<file path="config.mk">
export PLATFORM = sky130hd
export DESIGN_NAME = utf8_text_stats_counter
export DESIGN_NICKNAME = d
export VERILOG_FILES = /design/src/design/utsc_pkg.sv /design/src/design/utsc_byte_step.sv /design/src/design/utf8_text_stats_counter.sv
export SDC_FILE = /design/constraint.sdc
export NUM_CORES = 2
export LEC_CHECK = 0
export BUFFER_PORTS_ARGS = -buffer_cell sky130_fd_sc_hd__buf_2
export CORE_MARGIN = 4
export CORE_UTILIZATION = 25
export DETAILED_ROUTE_END_ITERATION = 10
export PLACE_DENSITY = 0.36
export SLEW_MARGIN = 5
export SYNTH_ARGS = -nofsm -noshare
export SYNTH_HDL_FRONTEND = slang
export SYNTH_SLANG_ARGS = --single-unit
</file>
<file path="constraint.sdc">
create_clock -name clk -period 27.2 [get_ports clk]
set_input_delay 8.16 -clock clk [delete_from_list [all_inputs] [get_ports clk]]
set_output_delay 8.16 -clock clk [all_outputs]
set_load 0.02 [all_outputs]
</file>
<file path="src/design/utsc_pkg.sv">
// Shared types, constants and helper functions for the UTF-8 text statistics counter.
package utsc_pkg;

  localparam int COUNT_BITS     = 32;
  localparam int TAB_STOP       = 8;
  localparam int OUT_BITS       = 32;
  localparam int CP_BITS        = 21;
  localparam int CFG_INDEX_BITS = 8;
  localparam int CFG_DATA_BITS  = 32;

  typedef logic [COUNT_BITS-1:0] count_t;
  typedef logic [CP_BITS-1:0]    cp_t;

  localparam count_t CNT_MAX = '1;

  typedef enum logic [1:0] {
    ACT_DATA   = 2'd0,
    ACT_END    = 2'd1,
    ACT_TOTALS = 2'd2
  } action_t;

  localparam logic [CFG_INDEX_BITS-1:0] REG_WIDE1_LOW  = CFG_INDEX_BITS'(0);
  localparam logic [CFG_INDEX_BITS-1:0] REG_WIDE1_HIGH = CFG_INDEX_BITS'(1);
  localparam logic [CFG_INDEX_BITS-1:0] REG_WIDE2_LOW  = CFG_INDEX_BITS'(2);
  localparam logic [CFG_INDEX_BITS-1:0] REG_WIDE2_HIGH = CFG_INDEX_BITS'(3);

  localparam cp_t WIDE1_LOW_RESET  = CP_BITS'(11904);
  localparam cp_t WIDE1_HIGH_RESET = CP_BITS'(42191);
  localparam cp_t WIDE2_LOW_RESET  = CP_BITS'(44032);
  localparam cp_t WIDE2_HIGH_RESET = CP_BITS'(55203);

  localparam logic [7:0] CHAR_TAB   = 8'h09;
  localparam logic [7:0] CHAR_LF    = 8'h0A;
  localparam logic [7:0] CHAR_CR    = 8'h0D;
  localparam logic [7:0] CHAR_SPACE = 8'h20;
  localparam logic [7:0] CHAR_TILDE = 8'h7E;
  localparam logic [7:0] ASCII_MAX  = 8'h7F;
  localparam logic [7:0] CONT_MIN   = 8'h80;
  localparam logic [7:0] CONT_MAX   = 8'hBF;
  localparam logic [7:0] LEAD2_MIN  = 8'hC0;
  localparam logic [7:0] LEAD2_MAX  = 8'hDF;
  localparam logic [7:0] LEAD3_MIN  = 8'hE0;
  localparam logic [7:0] LEAD3_MAX  = 8'hEF;
  localparam logic [7:0] LEAD4_MIN  = 8'hF0;
  localparam logic [7:0] LEAD4_MAX  = 8'hF7;

  typedef struct packed {
    logic [1:0] action;
    logic [7:0] data_byte;
  } in_item_t;

  typedef struct packed {
    logic [OUT_BITS-1:0] line_total;
    logic [OUT_BITS-1:0] word_total;
    logic [OUT_BITS-1:0] char_total;
    logic [OUT_BITS-1:0] byte_total;
    logic [OUT_BITS-1:0] longest_line;
    logic                encoding_error;
    logic                is_grand_total;
  } out_item_t;

  typedef struct packed {
    cp_t range1_low;
    cp_t range1_high;
    cp_t range2_low;
    cp_t range2_high;
  } wide_cfg_t;

  // Running state of the file being scanned
  typedef struct packed {
    count_t     bytes;
    count_t     chars;
    count_t     words;
    count_t     lines;
    count_t     line_width;
    count_t     longest;
    logic       after_space;
    cp_t        partial;
    logic [1:0] expect_cnt;
  } file_state_t;

  function automatic count_t sat_add(count_t a, count_t b);
    logic [COUNT_BITS:0] s;
    s = {1'b0, a} + {1'b0, b};
    return s[COUNT_BITS] ? CNT_MAX : s[COUNT_BITS-1:0];
  endfunction

  function automatic count_t sat_inc(count_t a);
    return sat_add(a, COUNT_BITS'(1));
  endfunction

  function automatic count_t max_count(count_t a, count_t b);
    return (a > b) ? a : b;
  endfunction

  function automatic logic [OUT_BITS-1:0] to_out(count_t a);
    return OUT_BITS'(a);
  endfunction

  function automatic logic is_ws(logic [7:0] b);
    return (b == CHAR_SPACE) || (b == CHAR_TAB) || (b == CHAR_LF) || (b == CHAR_CR);
  endfunction

  function automatic file_state_t file_clear();
    file_state_t f;
    f = '0;
    f.after_space = 1'b1;
    return f;
  endfunction

endpackage

</file>
<file path="src/design/utsc_byte_step.sv">
// Per-byte UTF-8 decode and count update of the running file state.
module utsc_byte_step (
  input  utsc_pkg::file_state_t cur,
  input  logic [7:0]            data_byte,
  input  utsc_pkg::wide_cfg_t   wide_cfg,
  output utsc_pkg::file_state_t nxt,
  output logic                  bad_byte
);

  utsc_pkg::cp_t    cp;
  logic             is_cont;
  logic             wide;
  logic             fresh;
  logic [1:0]       mb_width;
  utsc_pkg::count_t tab_pad;

  assign cp      = {cur.partial[utsc_pkg::CP_BITS-7:0], data_byte[5:0]};
  assign is_cont = (data_byte >= utsc_pkg::CONT_MIN) && (data_byte <= utsc_pkg::CONT_MAX);
  assign wide    = ((cp >= wide_cfg.range1_low) && (cp <= wide_cfg.range1_high)) ||
                   ((cp >= wide_cfg.range2_low) && (cp <= wide_cfg.range2_high));
  assign mb_width = wide ? 2'd2 : 2'd1;

  // columns up to the next tab stop (tab stop is a power of two)
  assign tab_pad = utsc_pkg::COUNT_BITS'(utsc_pkg::TAB_STOP) -
                   (cur.line_width % utsc_pkg::COUNT_BITS'(utsc_pkg::TAB_STOP));

  always_comb begin
    nxt       = cur;
    bad_byte  = 1'b0;
    fresh     = 1'b1;
    nxt.bytes = utsc_pkg::sat_inc(cur.bytes);

    if (cur.expect_cnt != 2'd0) begin
      if (is_cont) begin
        fresh          = 1'b0;
        nxt.partial    = cp;
        nxt.expect_cnt = cur.expect_cnt - 2'd1;
        if (cur.expect_cnt == 2'd1) begin
          nxt.chars       = utsc_pkg::sat_inc(cur.chars);
          nxt.line_width  = utsc_pkg::sat_add(cur.line_width,
                                              utsc_pkg::COUNT_BITS'(mb_width));
          nxt.words       = cur.after_space ? utsc_pkg::sat_inc(cur.words) : cur.words;
          nxt.after_space = 1'b0;
        end
      end else begin
        // broken sequence: drop the partial character, reuse the byte
        bad_byte       = 1'b1;
        nxt.partial    = '0;
        nxt.expect_cnt = 2'd0;
      end
    end

    if (fresh) begin
      if (data_byte <= utsc_pkg::ASCII_MAX) begin
        nxt.chars = utsc_pkg::sat_inc(cur.chars);
        if (data_byte == utsc_pkg::CHAR_LF) begin
          nxt.lines      = utsc_pkg::sat_inc(cur.lines);
          nxt.longest    = utsc_pkg::max_count(cur.longest, cur.line_width);
          nxt.line_width = '0;
        end else if (data_byte == utsc_pkg::CHAR_TAB) begin
          nxt.line_width = utsc_pkg::sat_add(cur.line_width, tab_pad);
        end else if ((data_byte >= utsc_pkg::CHAR_SPACE) &&
                     (data_byte <= utsc_pkg::CHAR_TILDE)) begin
          nxt.line_width = utsc_pkg::sat_inc(cur.line_width);
        end
        if (cur.after_space && !utsc_pkg::is_ws(data_byte)) begin
          nxt.words = utsc_pkg::sat_inc(cur.words);
        end
        nxt.after_space = utsc_pkg::is_ws(data_byte);
      end else if ((data_byte >= utsc_pkg::LEAD2_MIN) && (data_byte <= utsc_pkg::LEAD2_MAX)) begin
        nxt.partial    = utsc_pkg::CP_BITS'(data_byte[4:0]);
        nxt.expect_cnt = 2'd1;
      end else if ((data_byte >= utsc_pkg::LEAD3_MIN) && (data_byte <= utsc_pkg::LEAD3_MAX)) begin
        nxt.partial    = utsc_pkg::CP_BITS'(data_byte[3:0]);
        nxt.expect_cnt = 2'd2;
      end else if ((data_byte >= utsc_pkg::LEAD4_MIN) && (data_byte <= utsc_pkg::LEAD4_MAX)) begin
        nxt.partial    = utsc_pkg::CP_BITS'(data_byte[2:0]);
        nxt.expect_cnt = 2'd3;
      end else begin
        bad_byte = 1'b1;
      end
    end
  end

endmodule

</file>
<file path="src/design/utf8_text_stats_counter.sv">
// Top level: wc-style byte, character, word, line and longest-line counter for UTF-8 text.
//
// Input channel (in_valid / in_item / in_stall): one transaction per file byte
// (action data), one per end of file (action end, emits the file's counts and
// folds them into saturating totals) or one per totals request (action totals).
// Action code 3 is consumed and ignored.
// Output channel (out_valid / out_item / out_stall): one transaction per end or
// totals item; data bytes produce nothing.
// Config channel (cfg_valid / cfg_ready / cfg_index / cfg_data): cfg_ready is
// always high; indexes 0..3 set the two double-width code point ranges (low 21
// bits of cfg_data), other indexes are dropped. Write only while idle.
// Path: a transaction is registered at the input; an end or totals result is then
// loaded into the output register, from which the receiver takes it.
// Throughput: one transaction per cycle while no result waits on a stalled output;
// the running file state updates through the byte decode step, which is the loop that sets it.
// When the receiver stalls, the result holds in the output register; data bytes
// keep flowing, and only an end or totals item behind a held result waits.
// Reset (rst, synchronous): clears all counts and totals, the error flag and
// both channels, and restores the default wide ranges.
module utf8_text_stats_counter (
  input  logic                                 clk,
  input  logic                                 rst,
  input  logic                                 in_valid,
  input  utsc_pkg::in_item_t                   in_item,
  output logic                                 in_stall,
  output logic                                 out_valid,
  output utsc_pkg::out_item_t                  out_item,
  input  logic                                 out_stall,
  input  logic                                 cfg_valid,
  output logic                                 cfg_ready,
  input  logic [utsc_pkg::CFG_INDEX_BITS-1:0]  cfg_index,
  input  logic [utsc_pkg::CFG_DATA_BITS-1:0]   cfg_data
);

  // input register
  logic                s1_valid;
  utsc_pkg::in_item_t  s1_item;

  // running state
  utsc_pkg::file_state_t file_st, file_next, step_next;
  utsc_pkg::wide_cfg_t   wide_cfg;
  logic                  error_seen, error_next, bad_byte;
  utsc_pkg::count_t      sum_lines, sum_words, sum_chars, sum_bytes, sum_longest;
  utsc_pkg::count_t      sum_lines_next, sum_words_next, sum_chars_next, sum_bytes_next;
  utsc_pkg::count_t      sum_longest_next, file_longest_final;

  utsc_pkg::out_item_t   out_next;
  logic                  has_result, out_free, s1_fire, load_out;
  logic                  is_data, is_end, is_totals;

  assign cfg_ready = 1'b1;

  assign is_data   = (s1_item.action == utsc_pkg::ACT_DATA);
  assign is_end    = (s1_item.action == utsc_pkg::ACT_END);
  assign is_totals = (s1_item.action == utsc_pkg::ACT_TOTALS);

  assign has_result = is_end || is_totals;
  assign out_free   = !out_valid || !out_stall;
  // only a result-bearing item waits for room in the output register
  assign s1_fire    = s1_valid && (!has_result || out_free);
  assign load_out   = s1_fire && has_result;
  assign in_stall   = s1_valid && !s1_fire;

  utsc_byte_step u_step (
    .cur       (file_st),
    .data_byte (s1_item.data_byte),
    .wide_cfg  (wide_cfg),
    .nxt       (step_next),
    .bad_byte  (bad_byte)
  );

  // the open line also counts toward the longest line at end of file
  assign file_longest_final = utsc_pkg::max_count(file_st.longest, file_st.line_width);

  always_comb begin
    file_next        = file_st;
    error_next       = error_seen;
    sum_lines_next   = sum_lines;
    sum_words_next   = sum_words;
    sum_chars_next   = sum_chars;
    sum_bytes_next   = sum_bytes;
    sum_longest_next = sum_longest;
    out_next         = '0;
    out_next.encoding_error = error_seen;

    case (s1_item.action)
      utsc_pkg::ACT_DATA: begin
        file_next  = step_next;
        error_next = error_seen || bad_byte;
      end
      utsc_pkg::ACT_END: begin
        out_next.line_total   = utsc_pkg::to_out(file_st.lines);
        out_next.word_total   = utsc_pkg::to_out(file_st.words);
        out_next.char_total   = utsc_pkg::to_out(file_st.chars);
        out_next.byte_total   = utsc_pkg::to_out(file_st.bytes);
        out_next.longest_line = utsc_pkg::to_out(file_longest_final);
        sum_lines_next   = utsc_pkg::sat_add(sum_lines, file_st.lines);
        sum_words_next   = utsc_pkg::sat_add(sum_words, file_st.words);
        sum_chars_next   = utsc_pkg::sat_add(sum_chars, file_st.chars);
        sum_bytes_next   = utsc_pkg::sat_add(sum_bytes, file_st.bytes);
        sum_longest_next = utsc_pkg::max_count(sum_longest, file_longest_final);
        file_next        = utsc_pkg::file_clear();
      end
      utsc_pkg::ACT_TOTALS: begin
        out_next.line_total     = utsc_pkg::to_out(sum_lines);
        out_next.word_total     = utsc_pkg::to_out(sum_words);
        out_next.char_total     = utsc_pkg::to_out(sum_chars);
        out_next.byte_total     = utsc_pkg::to_out(sum_bytes);
        out_next.longest_line   = utsc_pkg::to_out(sum_longest);
        out_next.is_grand_total = 1'b1;
      end
      default: begin
      end
    endcase
  end

  // input register
  always_ff @(posedge clk) begin
    if (rst) begin
      s1_valid <= 1'b0;
    end else if (!in_stall) begin
      s1_valid <= in_valid;
    end
  end

  always_ff @(posedge clk) begin
    if (!in_stall) begin
      s1_item <= in_item;
    end
  end

  // running state and totals
  always_ff @(posedge clk) begin
    if (rst) begin
      file_st     <= utsc_pkg::file_clear();
      error_seen  <= 1'b0;
      sum_lines   <= '0;
      sum_words   <= '0;
      sum_chars   <= '0;
      sum_bytes   <= '0;
      sum_longest <= '0;
    end else if (s1_fire) begin
      file_st     <= file_next;
      error_seen  <= error_next;
      sum_lines   <= sum_lines_next;
      sum_words   <= sum_words_next;
      sum_chars   <= sum_chars_next;
      sum_bytes   <= sum_bytes_next;
      sum_longest <= sum_longest_next;
    end
  end

  // configuration registers
  always_ff @(posedge clk) begin
    if (rst) begin
      wide_cfg.range1_low  <= utsc_pkg::WIDE1_LOW_RESET;
      wide_cfg.range1_high <= utsc_pkg::WIDE1_HIGH_RESET;
      wide_cfg.range2_low  <= utsc_pkg::WIDE2_LOW_RESET;
      wide_cfg.range2_high <= utsc_pkg::WIDE2_HIGH_RESET;
    end else if (cfg_valid && cfg_ready) begin
      case (cfg_index)
        utsc_pkg::REG_WIDE1_LOW:  wide_cfg.range1_low  <= cfg_data[utsc_pkg::CP_BITS-1:0];
        utsc_pkg::REG_WIDE1_HIGH: wide_cfg.range1_high <= cfg_data[utsc_pkg::CP_BITS-1:0];
        utsc_pkg::REG_WIDE2_LOW:  wide_cfg.range2_low  <= cfg_data[utsc_pkg::CP_BITS-1:0];
        utsc_pkg::REG_WIDE2_HIGH: wide_cfg.range2_high <= cfg_data[utsc_pkg::CP_BITS-1:0];
        default: begin
        end
      endcase
    end
  end

  // output register
  always_ff @(posedge clk) begin
    if (rst) begin
      out_valid <= 1'b0;
    end else if (load_out) begin
      out_valid <= 1'b1;
    end else if (!out_stall) begin
      out_valid <= 1'b0;
    end
  end

  always_ff @(posedge clk) begin
    if (load_out) begin
      out_item <= out_next;
    end
  end

  // data bytes never wait on the output side
  a_data_never_blocks: assert property (@(posedge clk) disable iff (rst)
    (s1_valid && is_data) |-> !in_stall)
    else $error("data byte held in input register");

  // an end item leaves a cleared file state behind
  a_end_clears_file: assert property (@(posedge clk) disable iff (rst)
    (s1_fire && is_end) |=> (file_st.bytes == '0 && file_st.after_space &&
                             file_st.expect_cnt == 2'd0))
    else $error("file state not cleared after end of file");

  // a loaded result is presented next cycle with the matching report kind
  a_result_loaded: assert property (@(posedge clk) disable iff (rst)
    load_out |=> (out_valid && (out_item.is_grand_total == $past(is_totals))))
    else $error("result register not loaded");

  // byte and line totals never decrease
  a_totals_monotonic: assert property (@(posedge clk) disable iff (rst)
    !$past(rst) |-> (sum_bytes >= $past(sum_bytes) && sum_lines >= $past(sum_lines)))
    else $error("saturating total went down");

  // the error flag is sticky
  a_error_sticky: assert property (@(posedge clk) disable iff (rst)
    error_seen |=> error_seen)
    else $error("encoding error flag cleared");

endmodule

</file>
* After elaboration in Yosys (flattened, before gate mapping)
Index checks and enable logic that the tools add are counted.
Word-level totals: flip-flop bits (word level) 635, output and inout bits 165, word-level logic and storage cells 161, bits of input ports 55
Operators by class: bitwise gates (word level) 1, multiplexer cells 49, reductions and logical operators 37, equal/unequal tests 14, $add $sub $neg 13, magnitude comparators 17
Operators by type and width (number):
- 32-bit two-way mux | 22
- 216-bit one-hot mux with 2 select lines | 1
- 160-bit one-hot mux with 2 select lines | 1
- 64-bit two-way mux | 3
- 184-bit two-way mux | 1
- 32-bit by 1-bit adder with 33-bit output (second input constant) | 5
- 32-bit by 32-bit adder with 33-bit output | 5
- 161-bit two-way mux | 1
- 23-bit two-way mux | 5
- 32-bit > comparator | 2
- 21-bit >= comparator | 2
- 21-bit <= comparator | 2
- 32-bit by 2-bit adder with 33-bit output | 1
- 8-bit >= comparator (second input constant) | 4
- 8-bit <= comparator (second input constant) | 4
- 8-bit by 4-bit equality test with 1-bit output (second input constant) | 3
- 24-bit two-way mux | 1
- 8-bit by 2-bit equality test with 1-bit output (second input constant) | 2
- 8-bit by 7-bit <= comparator with 1-bit output (second input constant) | 2
- 2-bit AND reduction | 7
- 1-bit two-way mux | 13
- 1-bit logical AND | 11
- 8-bit by 1-bit equality test with 1-bit output (second input constant) | 1
- 8-bit by 6-bit equality test with 1-bit output (second input constant) | 1
- 15 further kinds | 31

* Longest topological paths before layout
depth after elaboration 15, depth in mapped cells 24

* By module
Synthesis repeated with hierarchy kept, for this count alone.
Second synthesis, totals: cell total of the unflattened synthesis 4820, area total of the unflattened synthesis 40970.5 um^2
By module, submodules not included:
- utf8_text_stats_counter | cells an instance 3310, instances 1, area an instance 31440.2 um^2
- utsc_byte_step | cells an instance 1510, instances 1, area an instance 9530.4 um^2

* Least setup slack after synthesis
No wires, ideal clock.
path type input -> output, start in out_stall, end out in_stall, path buffers 0, data required time 19.040 ns, data arrival time 8.816 ns, stages on the path 2, setup slack 10.224 ns, path through nand4_1 > inv_1
On the way: cells in the longest elaborated chain, start to end 6
Ends and longest elaborated chain:
- start, declared | line utf8_text_stats_counter.sv:28 | input logic out_stall,
- 1-bit zero test
- 1-bit logical OR | line utf8_text_stats_counter.sv:58 | assign out_free = !out_valid || !out_stall;
- 1-bit logical OR | line utf8_text_stats_counter.sv:60 | assign s1_fire = s1_valid && (!has_result || out_free);
- 1-bit logical AND | line utf8_text_stats_counter.sv:60
- 1-bit zero test | line utf8_text_stats_counter.sv:62 | assign in_stall = s1_valid && !s1_fire;
- 1-bit logical AND | line utf8_text_stats_counter.sv:62
- end, declared | line utf8_text_stats_counter.sv:25 | output logic in_stall,
No other way between the ends.

* Worst setup path after layout
Same ends and word-level chain as after synthesis.

==> impl_results.md <==
* Sequential cell area at 14300 µm²
* Cells along the critical path: buf_2, nand4_1, inv_1, buf_2
* Synthesized area at roughly 40000 µm²
* Die extent in x at just over 400 µm
* Metal2 WL at roughly 64000 µm
* Most frequent CP cell: buf_2
* H-tree Lvls at 3
* Final period util at approximately 66%
* Final GP Congestion at 0.807
* Reg-to-Reg Start: file_st[81]
* Tot Pwr at 2.41 mW
* Clock skew at approximately 32 ps
* Crit-path max cell delay at 740 ps
* R2r setup slk at ~20000 ps
* Die area at ~160000 µm²
* First-pass GRT wire length at 217000 µm
* Fill cells at ~17k
* Final setup vio count at 0
* Clock Latency Late Sink at slightly below 700 ps
* Sequential element share of the synthesized area at around 37%
* Library cells used by synthesis at between 100 and 150
* Slowest-stage cell, CP: nand4_1
* Async set-or-reset flop fraction in the synthesized netlist at 0%
* CP startpoint: out_stall
* Worst min-delay path class: register to register
* Commonest non-fill, non-tap cell in the layout: nand2_1
* First-iteration detailed-routing DRC count at 2039
* Top sig layer: met4
* P per Cell Area at around 54 nW/µm²
* GRT Total Usage at between 10% and 20%
* Post-Syn Nets at about 5.0k
* Post-CTS sizing at 0
* Mapped Cells at 4648
* Dominant synthesized flop cell: dfxtp_1
* Final setup margin at a little over 9000 ps
* Fmax at between 0.05 and 0.06 GHz
* Final hold violation count at 0
* Most frequent cells in the layout: nand2_1, dfxtp_1, a21oi_1, nor2_1, o21ai_0
* M1 WL at 70000 µm
* Number of max-cap violations at 0
* CP Capture Type: primary output
* Wire length per cell at 20.8 µm
* RR Endpoint: sum_longest[15]
* Number of I/O port buffers at 207
* Initial core utilization at about a quarter
* Crit path to: in_stall
* Root Buffer: clkbuf_16
* CORE AREA at 155000 µm²
* Clk sinks at roughly 630
* WP data arrival at between 9000 and 10000 ps
* Number of I/O pins at 220
* Detail Placement HPWL at about 96000 µm
* Cell Rows at around 140
* Post-CTS Setup Bufs at 0
* Status: completed
* Inserted Clock Buffers at 87
* Worst setup SP type: input pin
* CP Class: input pin to primary output
* Place WS at just over 9000 ps
* Post-route DRC at 0
* Pre-antenna DRT Iters at 5
* DR WL met3 at ~5200 µm
* Clk slew on worst S/H paths at roughly 60 ps
* Final wirelength at ~140000 µm
* Vias in the first global route at about 34k
* Smallest hold slack at around 440 ps
* Via count at ~35k
* Final worst path period need at 17860 ps
* Gr ovfl total at 0
* Register-to-Register Path Depth at 21
* Slew at the pin closest to its max-slew limit at approximately 1300 ps
* RSZ-0062 raised after global routing: no
* Max FO, Critical Path at 11
* Area of the multi-input gates at roughly 23000 µm²
* #FFs+latches synth at 629
* Setup TNS at 0 ps
* Proportion of layout cells with a drive suffix above 1 at between 10% and 20%
* Slew margin rel. at about 14%
* CP required at approximately 19000 ps
* Final ANT Viol Nets at 0
* Cts hold-fix bufs at 0
* Slew Viols, Final at 0
* Worst VDD drop at ~43 µV
* Synth warn at 0
* Die Y at 404 µm
* Post-synth EDFFs at about 170
* Via-per-instance ratio at about 5.1
* Fin nets at roughly 5.1k
* Syn-to-layout area delta at 14.7%
* Leakage at 16.0 nW
* Mean post-synth cell area at 8.42 µm²
* CTS tree: built
* Clock Path Buffers at 3
* Largest net degree at the start of global routing at 174
* Initial antenna violation count at 5
worst min-delay path by stage:
stage,startpoint,endpoint,depth (start not counted)
floorplan,error_seen,out_item[1],0
global placement,error_seen,out_item[1],0
detailed placement,error_seen,out_item[1],0
CTS,error_seen,out_item[1],0
global route,error_seen,out_item[1],0
finish,error_seen,out_item[1],0
sequential cells by signal (all words and copies together) (netlist names):
register     count
file_st        210
out_item       162
wide_cfg        84
sum_bytes       32
sum_chars       32
sum_lines       32
sum_longest     32
sum_words       32
s1_item         10
error_seen       1
out_valid        1
s1_valid         1
where the power goes:
group	internal, mW	switching [mW]
logic	0.0713	0.149
clock network	0.717	0.473
registers	0.985	0.0186
cells by family after synthesis:
group | synth area share [%]
muxes | 0.988
buffers and inverters | 4.91
other | 0.00958
DFF | 36.6
xor gates and xnor gates | 3.38
AOI/OAI and AO/OA | 25.8
and+or+nand+nor | 18.7
adders and majority gates | 9.59
stage by stage:
stage	util, %	instances	instance area, µm²
finish	29.0	6824	44900
global route	29.0	6823	44900
floorplan	-	4648	39100
CTS	29.0	6823	44900
global placement	27.1	6662	42000
detailed placement	27.1	6662	42000
layout make-up:
type	count	area share, %
Sequential cell	629	31.9
Clock inverter	40	0.995
Multi-Input combinational cell	3556	51.3
Tap cell	2044	5.70
Inverter	181	1.51
Antenna cell	1	0.00558
Clock buffer	121	5.50
Timing Repair Buffer	252	3.11
worst max-delay path, delay by kind of cell:
| family | cells | cell delay, ps |
|---|---|---|
| buffers and inverters | 3 | 790 |
| and+or+nand+nor | 1 | 740 |
synth_stat cells, types with 13 or more instances:
master	count	area share [%]
nor2_1	401	3.8
xnor2_1	86	1.9
a31oi_1	61	0.98
and4_1	17	0.38
a22o_1	34	0.76
o21a_1	42	0.81
or2_2	16	0.26
a21o_1	98	1.9
nand2b_1	28	0.45
nor3_1	95	1.2
or3_1	13	0.21
o211ai_1	55	1.1
nand3_1	123	1.6
o31ai_1	18	0.35
nor2b_1	171	2.7
a211oi_1	129	2.5
nand4_1	66	1.1
mux2i_1	36	0.92
and3_1	38	0.61
ha_1	292	9.3
o21ai_1	18	0.23
edfxtp_1	172	13
and2_1	20	0.32
nor4_1	19	0.30
o21ai_0	349	4.5
nand2_1	465	4.5
dfxtp_1	457	23
xor2_1	65	1.5
buf_2	47	0.60
a22oi_1	151	2.9
clkbuf_1	201	1.9
a211oi_2	29	0.93
a221oi_1	22	0.49
a21oi_1	396	5.1
inv_1	181	1.7
routing by layer:
layer | vias up | track usage, %
met5 | - | 0
met4 | 0 | 4.52
met3 | 160 | 2.32
met2 | 568 | 27.1
met1 | 16900 | 23.8
li1 | 17200 | -
(Power assumes the default switching activity.)
